File: src/dtkl_pkg.sv
`timescale 1ns / 1ps
// dtkl_pkg: shared types and constants for the double-tap key latch.
// No dependencies; imported by dtkl_regs, dtkl_core and double_tap_key_latch_top.
package dtkl_pkg;

    localparam int TIME_BITS = 32;
    localparam int CFG_W     = 16;
    localparam int APB_AW    = 3;
    localparam int APB_DW    = 32;

    localparam logic [CFG_W-1:0] TAP_MAX_RESET    = CFG_W'(300);
    localparam logic [CFG_W-1:0] DOUBLE_GAP_RESET = CFG_W'(400);

    typedef enum logic [1:0] {
        OP_PRESS   = 2'd0,
        OP_REPEAT  = 2'd1,
        OP_RELEASE = 2'd2,
        OP_FOCUS   = 2'd3
    } op_t;

    typedef enum logic {
        REG_TAP_MAX    = 1'b0,
        REG_DOUBLE_GAP = 1'b1
    } reg_idx_t;

    typedef struct packed {
        logic [CFG_W-1:0] tap_max_ms;
        logic [CFG_W-1:0] double_gap_ms;
    } cfg_t;

    typedef struct packed {
        logic swallow;
        logic latch_changed;
        logic latched_now;
        logic release_owed;
    } res_t;

endpackage

File: src/dtkl_regs.sv
`timescale 1ns / 1ps
// dtkl_regs: APB register file holding tap_max_ms and double_gap_ms.
// Depends on dtkl_pkg.
module dtkl_regs (
    input  logic                     aclk,
    input  logic                     aresetn,
    input  logic                     psel,
    input  logic                     penable,
    input  logic                     pwrite,
    input  logic [dtkl_pkg::APB_AW-1:0] paddr,
    input  logic [dtkl_pkg::APB_DW-1:0] pwdata,
    output logic [dtkl_pkg::APB_DW-1:0] prdata,
    output logic                     pready,
    output dtkl_pkg::cfg_t           cfg
);
    import dtkl_pkg::*;

    cfg_t     cfg_reg, cfg_next;
    reg_idx_t idx;
    logic     wr_en;

    assign idx    = reg_idx_t'(paddr[2]);
    assign wr_en  = psel && penable && pwrite;
    assign pready = 1'b1;
    assign cfg    = cfg_reg;

    always_comb begin
        cfg_next = cfg_reg;
        prdata   = '0;
        unique case (idx)
            REG_TAP_MAX: begin
                prdata = APB_DW'(cfg_reg.tap_max_ms);
                if (wr_en) cfg_next.tap_max_ms = pwdata[CFG_W-1:0];
            end
            REG_DOUBLE_GAP: begin
                prdata = APB_DW'(cfg_reg.double_gap_ms);
                if (wr_en) cfg_next.double_gap_ms = pwdata[CFG_W-1:0];
            end
            default: prdata = '0;
        endcase
    end

    always_ff @(posedge aclk) begin
        if (!aresetn) begin
            cfg_reg.tap_max_ms    <= TAP_MAX_RESET;
            cfg_reg.double_gap_ms <= DOUBLE_GAP_RESET;
        end else begin
            cfg_reg <= cfg_next;
        end
    end

endmodule

File: src/dtkl_core.sv
`timescale 1ns / 1ps
// dtkl_core: key state registers and the single-pass event classifier.
// Depends on dtkl_pkg.
module dtkl_core (
    input  logic                         aclk,
    input  logic                         aresetn,
    input  logic                         step,
    input  dtkl_pkg::op_t                op,
    input  logic [dtkl_pkg::TIME_BITS-1:0] time_ms,
    input  dtkl_pkg::cfg_t               cfg,
    output dtkl_pkg::res_t               res
);
    import dtkl_pkg::*;

    logic                 latch_on_reg, latch_on_next;
    logic                 armed_reg, armed_next;
    logic                 pending_reg, pending_next;
    logic [TIME_BITS-1:0] press_time_reg, press_time_next;
    logic [TIME_BITS-1:0] tap_end_reg, tap_end_next;

    logic [TIME_BITS-1:0] press_elapsed, gap_elapsed;
    logic [CFG_W:0]       gap_limit;
    logic                 is_tap, in_gap;

    // wrapping differences, limits compared unsigned
    assign press_elapsed = time_ms - press_time_reg;
    assign gap_elapsed   = time_ms - tap_end_reg;
    assign gap_limit     = {1'b0, cfg.double_gap_ms} + {1'b0, cfg.tap_max_ms};
    assign is_tap        = press_elapsed <= TIME_BITS'(cfg.tap_max_ms);
    assign in_gap        = gap_elapsed <= TIME_BITS'(gap_limit);

    always_comb begin
        latch_on_next   = latch_on_reg;
        armed_next      = armed_reg;
        pending_next    = pending_reg;
        press_time_next = press_time_reg;
        tap_end_next    = tap_end_reg;
        res             = '0;
        unique case (op)
            OP_PRESS: begin
                if (latch_on_reg) begin
                    armed_next  = 1'b1;
                    res.swallow = 1'b1;
                end else begin
                    press_time_next = time_ms;
                end
            end
            OP_REPEAT: res.swallow = latch_on_reg;
            OP_RELEASE: begin
                if (latch_on_reg) begin
                    if (armed_reg) begin
                        latch_on_next     = 1'b0;
                        armed_next        = 1'b0;
                        pending_next      = 1'b0;
                        res.latch_changed = 1'b1;
                    end else begin
                        res.swallow = 1'b1;   // stray release while latched
                    end
                end else if (is_tap) begin
                    if (pending_reg && in_gap) begin
                        latch_on_next     = 1'b1;
                        pending_next      = 1'b0;
                        res.latch_changed = 1'b1;
                        res.swallow       = 1'b1;
                    end else begin
                        tap_end_next = time_ms;
                        pending_next = 1'b1;
                    end
                end else begin
                    pending_next = 1'b0;
                end
            end
            OP_FOCUS: begin
                res.release_owed = latch_on_reg;
                latch_on_next    = 1'b0;
                armed_next       = 1'b0;
                pending_next     = 1'b0;
            end
            default: res = '0;
        endcase
        res.latched_now = latch_on_next;
    end

    always_ff @(posedge aclk) begin
        if (!aresetn) begin
            latch_on_reg   <= 1'b0;
            armed_reg      <= 1'b0;
            pending_reg    <= 1'b0;
            press_time_reg <= '0;
            tap_end_reg    <= '0;
        end else if (step) begin
            latch_on_reg   <= latch_on_next;
            armed_reg      <= armed_next;
            pending_reg    <= pending_next;
            press_time_reg <= press_time_next;
            tap_end_reg    <= tap_end_next;
        end
    end

endmodule

File: src/double_tap_key_latch_top.sv
`timescale 1ns / 1ps
// double_tap_key_latch_top: top level of the double-tap key latch.
// Depends on dtkl_pkg, dtkl_regs, dtkl_core.
//
//  channel | ports                                   | role
//  --------+-----------------------------------------+-------------------------
//  s_      | s_valid s_ready s_op s_time_ms          | key event item in
//  m_      | m_valid m_ready m_swallow m_latch_changed| one result item per event
//          | m_latched_now m_release_owed            |
//  apb     | psel penable pwrite paddr pwdata prdata | tap_max_ms @0x0,
//          | pready                                  | double_gap_ms @0x4
//
// Two register stages: input register, then one pass of classifier logic into
// the result register. m_valid rises as the item moves from the input register
// into the result register. Throughput is one item per cycle while m_ready is
// high; the key state updates as the item moves into the result register, so
// the next item sees it at once.
// When m_ready is low the result register holds, the input register fills,
// and s_ready drops; both fill again without bubbles once m_ready returns.
// aresetn is synchronous, active low: clears both stages and the key state and
// loads the register defaults (300 ms, 400 ms).
module double_tap_key_latch_top (
    input  logic                         aclk,
    input  logic                         aresetn,
    // event input
    input  logic                         s_valid,
    output logic                         s_ready,
    input  logic [1:0]                   s_op,
    input  logic [31:0]                  s_time_ms,
    // result output
    output logic                         m_valid,
    input  logic                         m_ready,
    output logic                         m_swallow,
    output logic                         m_latch_changed,
    output logic                         m_latched_now,
    output logic                         m_release_owed,
    // configuration
    input  logic                         psel,
    input  logic                         penable,
    input  logic                         pwrite,
    input  logic [dtkl_pkg::APB_AW-1:0]  paddr,
    input  logic [dtkl_pkg::APB_DW-1:0]  pwdata,
    output logic [dtkl_pkg::APB_DW-1:0]  prdata,
    output logic                         pready
);
    import dtkl_pkg::*;

    cfg_t                 cfg;
    res_t                 res;
    res_t                 res_reg;

    logic                 in_valid_reg;
    op_t                  op_reg;
    logic [TIME_BITS-1:0] time_reg;
    logic                 out_valid_reg;
    logic                 advance;

    // item moves from input register into result register
    assign advance = in_valid_reg && (!out_valid_reg || m_ready);
    assign s_ready = !in_valid_reg || advance;

    dtkl_regs u_regs (
        .aclk    (aclk),
        .aresetn (aresetn),
        .psel    (psel),
        .penable (penable),
        .pwrite  (pwrite),
        .paddr   (paddr),
        .pwdata  (pwdata),
        .prdata  (prdata),
        .pready  (pready),
        .cfg     (cfg)
    );

    dtkl_core u_core (
        .aclk    (aclk),
        .aresetn (aresetn),
        .step    (advance),
        .op      (op_reg),
        .time_ms (time_reg),
        .cfg     (cfg),
        .res     (res)
    );

    // input register: payload needs no reset
    always_ff @(posedge aclk) begin
        if (!aresetn) begin
            in_valid_reg <= 1'b0;
        end else if (s_ready) begin
            in_valid_reg <= s_valid;
        end
    end

    always_ff @(posedge aclk) begin
        if (s_valid && s_ready) begin
            op_reg   <= op_t'(s_op);
            time_reg <= s_time_ms[TIME_BITS-1:0];
        end
    end

    // result register
    always_ff @(posedge aclk) begin
        if (!aresetn) begin
            out_valid_reg <= 1'b0;
        end else if (advance) begin
            out_valid_reg <= 1'b1;
        end else if (m_ready) begin
            out_valid_reg <= 1'b0;
        end
    end

    always_ff @(posedge aclk) begin
        if (advance) begin
            res_reg <= res;
        end
    end

    assign m_valid         = out_valid_reg;
    assign m_swallow       = res_reg.swallow;
    assign m_latch_changed = res_reg.latch_changed;
    assign m_latched_now   = res_reg.latched_now;
    assign m_release_owed  = res_reg.release_owed;

endmodule

File: config.mk
export PLATFORM = sky130hd
export DESIGN_NAME = double_tap_key_latch_top
export DESIGN_NICKNAME = d
export VERILOG_FILES = /design/src/dtkl_pkg.sv /design/src/dtkl_regs.sv /design/src/dtkl_core.sv /design/src/double_tap_key_latch_top.sv
export SDC_FILE = /design/constraint.sdc
export NUM_CORES = 1
export LEC_CHECK = 0
export ABC_AREA = 1
export BUFFER_PORTS_ARGS = -buffer_cell sky130_fd_sc_hd__buf_2
export CAP_MARGIN = 10
export CORE_MARGIN = 2
export CORE_UTILIZATION = 65
export DETAILED_ROUTE_END_ITERATION = 10
export GPL_ROUTABILITY_DRIVEN = 0
export GPL_TIMING_DRIVEN = 1
export PLACE_DENSITY = 0.91
export SYNTH_ARGS = -nofsm -noshare
export SYNTH_HDL_FRONTEND = slang
export SYNTH_SLANG_ARGS = --single-unit
File: constraint.sdc
create_clock -name aclk -period 6.15 [get_ports aclk]
set_clock_uncertainty 0.05 [all_clocks]
set_input_delay 0.615 -clock aclk [delete_from_list [all_inputs] [get_ports aclk]]
set_output_delay 0.615 -clock aclk [all_outputs]
set_load 0.05 [all_outputs]
== Word level (Yosys, flattened, before mapping) ==
Cells that the tools add are included.
Word-level totals
  output and inout bits: 39
  register bits after elaboration: 139
  input bits: 76
  logic and storage cells: 70
Operators by class
  magnitude comparators: 2
  multiplexer cells: 22
  bitwise logic cells: 3
  reductions and logical operators: 19
  add/sub/neg operators: 3
  equal/unequal tests: 6
Operator list (number)
  $pmux W32 S2: 1
  $sub A32 B32 Y32: 2
  $le A32 B16 Y1: 1
  $le A32 B17 Y1: 1
  $add A16 B16 Y17: 1
  $mux W1: 14
  $mux W2: 3
  $pmux W1 S3: 2
  $reduce_and A3 Y1: 2
  $logic_and A1 B1 Y1: 5
  $reduce_and A5 Y1: 1
  $eq A2 B2 Y1 const B: 2
  $ne A2 B1 Y1 const B: 2
  $pmux W1 S2: 2
  $reduce_and A2 Y1: 2
  $reduce_and A4 Y1: 1
  $reduce_bool A2 Y1: 2
  $ne A3 B3 Y1 const B: 1
  $not A1 Y1: 3
  $reduce_bool A3 Y1: 1
  $eq A2 B1 Y1 const B: 1
  $logic_not A1 Y1: 2
  $logic_not A2 Y1: 1
  $logic_or A1 B1 Y1: 2

== Longest topological paths before layout ==
  depth in word-level cells: 7
  mapped depth: 34
  gate-level depth less buffers: 33

== Hierarchy ==
From an unflattened synthesis, not the netlist that was laid out.
Unflattened totals
  cells, all modules: 1975
  area total of the unflattened synthesis: 11981.5 µm²
By module, submodules not included
  dtkl_core: area an instance 9123.8 µm², cells an instance 1667, times used 1, seq. area each 1341.3 µm²
  dtkl_regs: area an instance 1621.6 µm², cells an instance 257, times used 1, seq. area each 640.6 µm²
  double_tap_key_latch_top: area an instance 1236.2 µm², cells an instance 51, times used 1, seq. area each 1181.1 µm²

== Worst setup path before layout ==
No wires, ideal clock.
  kind: register to register
  start point: reg u_regs.cfg_reg, in the netlist u_regs.cfg[16]
  end point: reg u_core.tap_end_reg[31]
  buffers on the path: 1
  cell stages (with the launch flop): 30
  clock period less this slack: 3755 ps
  path slack: 2395 ps
  arrival: 3592 ps
  data required time: 5987 ps
  setup time: 113 ps
  cell sequence: dfxtp_1 > ha_1 > inv_1 > fa_1 > nor2_1 > a211oi_1 > o21ai_0 > a21oi_1 > o21bai_1 > nand2_1 > nand2_1 > nand2_1 > nand2_1 > nand3_1 > nand2_1 > xor2_1 > ha_1 > nand2_1 > nor2_1 > nand4_1 > nor4_1 > o21bai_1 > nand3_1 > nor2_1 > nand2_1 > nand2_1 > nor2_4 > buf_4 > nor2_1 > nor2_1
On the way
  longest elaborated chain between the ends: 5
  elaborated cells between the ends (all ways): 6
  those cells by class: add/sub (1); order compare (2); bitwise (1); reduce/logical (2)
Ends and longest elaborated chain
  start: declaration: RTL line dtkl_regs.sv:18  | cfg_t cfg_reg, cfg_next;
  start signal: assignment: RTL line dtkl_regs.sv:48  | cfg_reg <= cfg_next;
  $add A16 B16 Y17: RTL line dtkl_core.sv:28  | assign gap_limit = {1'b0, cfg.double_gap_ms} + {1'b0, cfg.tap_max_ms};
  $le A32 B17 Y1: RTL line dtkl_core.sv:30  | assign in_gap = gap_elapsed <= TIME_BITS'(gap_limit);
  $logic_and A1 B1 Y1: RTL line dtkl_core.sv:60  | if (pending_reg && in_gap) begin
  $not A1 Y1 (no line)
  $reduce_and A5 Y1 (no line) (*)
  end signal: assignment: RTL line dtkl_core.sv:96  | tap_end_reg <= tap_end_next;
  end: declaration: RTL line dtkl_core.sv:19  | logic [TIME_BITS-1:0] tap_end_reg, tap_end_next;
Mark *: on every way between the ends. The rest lies on a longest branch, timed or not.
A chain may end at the register's enable or synchronous reset.

== Worst setup path after layout ==
  start point: reg u_regs.cfg_reg, in the netlist u_regs.cfg[16]
  end point: reg u_core.tap_end_reg[5]
The elaborated chain is that of the path after synthesis.

==> summary.md <==
| Metric | Value |
|---|---|
| Antenna violations before repair | 2 |
| CTS clock-pin slew for the worst setup and hold paths | 0.07 ns |
| CP Capture Point | u_core.tap_end_reg[5] |
| Crit path from | u_regs.cfg[16] |
| Final Non-Filler Cells | about 2200 |
| Vias | 12700 |
| Sw frac | 34.0% |
| Yosys warnings | 0 |
| HPWL after DPL | 26200 µm |
| Tot Pwr | 2.80 mW |
| Postcts setup bufs | 0 |
| CTS Buffer Depth | 2 |
| Post-synth EDFFs | 38 |
| Reg power frac | 36.0% |
| Worst Path Arrival | 5.46 ns |
| Drc violations | 0 |
| Cell family with most CP delay | simple AND/OR/NAND/NOR gates |
| Required time of the critical path | ~6.5 ns |
| Vias in the first global route | 11900 |
| Design Area, Final | 0.0131 mm² |
| Placement Cell Area | ~0.012 mm² |
| Final setup fails | 0 |
| Port Buffer Count | 79 |
| CP Max Fanout | 33 |
| Area delta synth->final | 9.01% |
| Post-synthesis sequential area ratio | 26.4% |
| Row cnt | 49 |
| Pre-antenna DRT Iters | 6 |
| Worst setup EP type | register |
| Status | finished clean |
| Top cell by count, worst path | nand2_1 |
| Crit path time final | 5.13 ns |
| H-tree depth | 4 |
| Maximum vdd drop | 0.000193 V |
| DIE HEIGHT | 140 µm |
| Critical path depth in cells | 28 |
| Post-Route WL | 34200 µm |
| Sw power | 0.950 mW |
| Post-Syn Instances | 1931 |
| IO Pins | approximately 120 |
| Slew headroom | between 30% and 40% |
| CP bufs+invs | 2 |
| Total congestion overflow | 0 |
| Fmax | 0.195 GHz |
| Share of cells above drive strength 1 | 6.43% |
| CTS Hold Bufs | 0 |
| Post-route ant nets | 0 |
| Most used DFF post-synth | dfxtp_1 |
| Synthesized flop and latch total | around 140 |
| LEAKAGE | 6.88 nW |
| Synth unique cells | between 40 and 50 |
| Max-cap violations | 0 |
| Area of the multi-input gates | just over 0.007 mm² |
| Mean Syn Cell Area | 6.21 µm² |
| Pre-CTS setup slack | 1.31 ns |
| Placed cell count | 2204 |
| Initial drt markers | 1503 |
| Worst-skew pair later-pin latency | 0.44 ns |
| Core outline area | between 0.015 and 0.02 mm² |
| Setup CP Type | register to register |
| Post-CTS sizing | 0 |
| Final worst setup slack | 1.02 ns |
| Hold Vio Cnt, Final | 0 |
| Die area | between 0.015 and 0.02 mm² |
| Effective utilization at floorplan | 66.5% |
| Layout Nets | 2184 |
| CTS tree | done |
| Crit-path max cell delay | 0.55 ns |
| TritonCTS Sinks | approximately 140 |
| Worst R2R Setup Slack | 1.02 ns |
| Pin count of the biggest net entering global routing | 65 |
| FF-to-FF End | u_core.tap_end_reg[5] |
| Total track usage | around 34% |
| Die Wd | 140 µm |
| Setup TNS Final | 0 ns |
| Fillers | 1385 |
| Crit-path slowest cell | nor4_1 |
| Post-DR wirelength/cell | 15.3 µm |
| Power Dens Cells | 214 mW/mm² |
| Hold crit path type | input pin to register |
| Netlist Area Pre-Place | about 0.012 mm² |
| Async set-reset flop share out of synthesis | 0% |
| Combinational cell fraction of total power | roughly a quarter |
| R2R Path Start | u_regs.cfg[16] |
| Clock power share | 38.9% |
| RSZ-0062 raised after global routing | no |
| Slew at the pin closest to its max-slew limit | ~1 ns |
| Worst r2r path cells | 28 |
| CTS Root Cell | clkbuf_16 |
| Register cell area after layout | 0.00316 mm² |
| Fin crit share | a little over four fifths |
| Via density | 5.66 |
| Fin. max-slew vios | 0 |
| Startpoint types | register |
| CTS buffer count | 17 |
| Power Internal | 1.85 mW |
| First-pass GRT wire length | 54900 µm |
==> metal layers <==
| layer | vias to the layer above | GRT usage, % | part of all wire, % |
|---|---|---|---|
| li1 | 6175 | - | - |
| met3 | 146 | 6.30 | 11 |
| met4 | 0 | 16.4 | 4.8 |
| met2 | 718 | 56.0 | 45 |
| met5 | - | 0 | 0 |
| met1 | 5617 | 44.5 | 40 |
==> power by group through the flow <==
| stage | clock, mW | sequential (mW) | combinational [mW] |
|---|---|---|---|
| after detailed placement | 0 | 1.02 | 0.674 |
| after CTS | 1.07 | 1.00 | 0.683 |
| after global placement | 0 | 1.02 | 0.647 |
| final | 1.09 | 1.01 | 0.704 |
| after global routing | 1.11 | 1.01 | 0.783 |
| after floorplan | 0 | 1.01 | 0.514 |
==> cell usage after synthesis, types with 3 or more instances <==
| library cell | number | area [µm²] |
|---|---|---|
| nand2_2 | 3 | 18.8 |
| o21bai_1 | 13 | 97.6 |
| fa_1 | 3 | 60.1 |
| xor2_1 | 32 | 280 |
| buf_4 | 22 | 165 |
| nor3_1 | 13 | 65.1 |
| and2_1 | 5 | 31.3 |
| nand3_1 | 82 | 410 |
| nand3b_1 | 7 | 52.6 |
| buf_6 | 4 | 45.0 |
| nand2_1 | 577 | 2170 |
| inv_1 | 357 | 1340 |
| a21o_1 | 5 | 37.5 |
| xnor2_1 | 13 | 114 |
| nor2_1 | 219 | 822 |
| clkbuf_1 | 25 | 93.8 |
| ha_1 | 111 | 1390 |
| a21oi_1 | 126 | 631 |
| edfxtp_1 | 38 | 1140 |
| o21ai_0 | 94 | 470 |
| dfxtp_1 | 101 | 2020 |
| nand4_1 | 50 | 313 |
==> cell usage in the layout (no fill, tap or decap), drive strengths merged <==
cell type  netlist  routed
a211oi           1       1
a21boi           1       1
a21o             5       5
a21oi          127     127
a311oi           1       1
a31oi            1       1
and2             5       5
and3             1       1
buf             29      83
bufinv           0       3
clkbuf          25      18
clkinv           1       6
clkinvlp         0       1
conb             2      17
dfxtp          101     101
diode            0       2
edfxtp          38      38
fa               3       3
ha             111     111
inv            358     363
nand2          580     580
nand3           83      83
nand3b           7       7
nand4           50      50
nor2           223     223
nor3            15      15
nor3b            1       1
nor4             2       2
o2111ai          2       2
o21a             2       2
o21ai           95      95
o21bai          13      13
o311ai           1       1
o31ai            1       1
or2              1       1
xnor2           13      13
xor2            32      32
==> worst min path at each step <==
| stage | start | to | slack, ns | cells after the start |
|---|---|---|---|---|
| after floorplan | u_core.tap_end_reg[10] | u_core.tap_end_reg[10] | 0.41 | 2 |
| after global placement | u_core.tap_end_reg[15] | u_core.tap_end_reg[15] | 0.41 | 2 |
| after global routing | s_time_ms[11] | time_reg[11] | 0.30 | 1 |
| after CTS | s_time_ms[14] | time_reg[14] | 0.30 | 1 |
| after detailed placement | u_core.tap_end_reg[25] | u_core.tap_end_reg[25] | 0.42 | 2 |
| final | s_time_ms[11] | time_reg[11] | 0.30 | 1 |
==> cells by family after synthesis <==
logic type | Yosys count | synth area share, %
compound gates | 250 | 11.1
buf+inv | 413 | 13.9
simple gates | 968 | 33.2
xor+xnor | 45 | 3.29
fa+ha+maj | 114 | 12.1
flops | 139 | 26.4
other cells | 2 | 0.0627
==> per-stage QoR <==
step	utilization, %	hold slack (ns)
floorplan	-	0.405
global placement	69.0	0.414
detailed placement	69.0	0.423
CTS	72.4	0.300
global route	72.5	0.303
finish	72.5	0.300
==> cell type report <==
class | count | area share (%)
antenna | 2 | 0.0383
clock buffer | 18 | 3.29
clock inverter | 14 | 1.41
inverter | 359 | 10.3
multi-input combinational | 1394 | 55.3
sequential | 139 | 24.2
tap | 229 | 2.19
timing repair buffer | 83 | 3.26
Power figures use the tool's default switching activity.
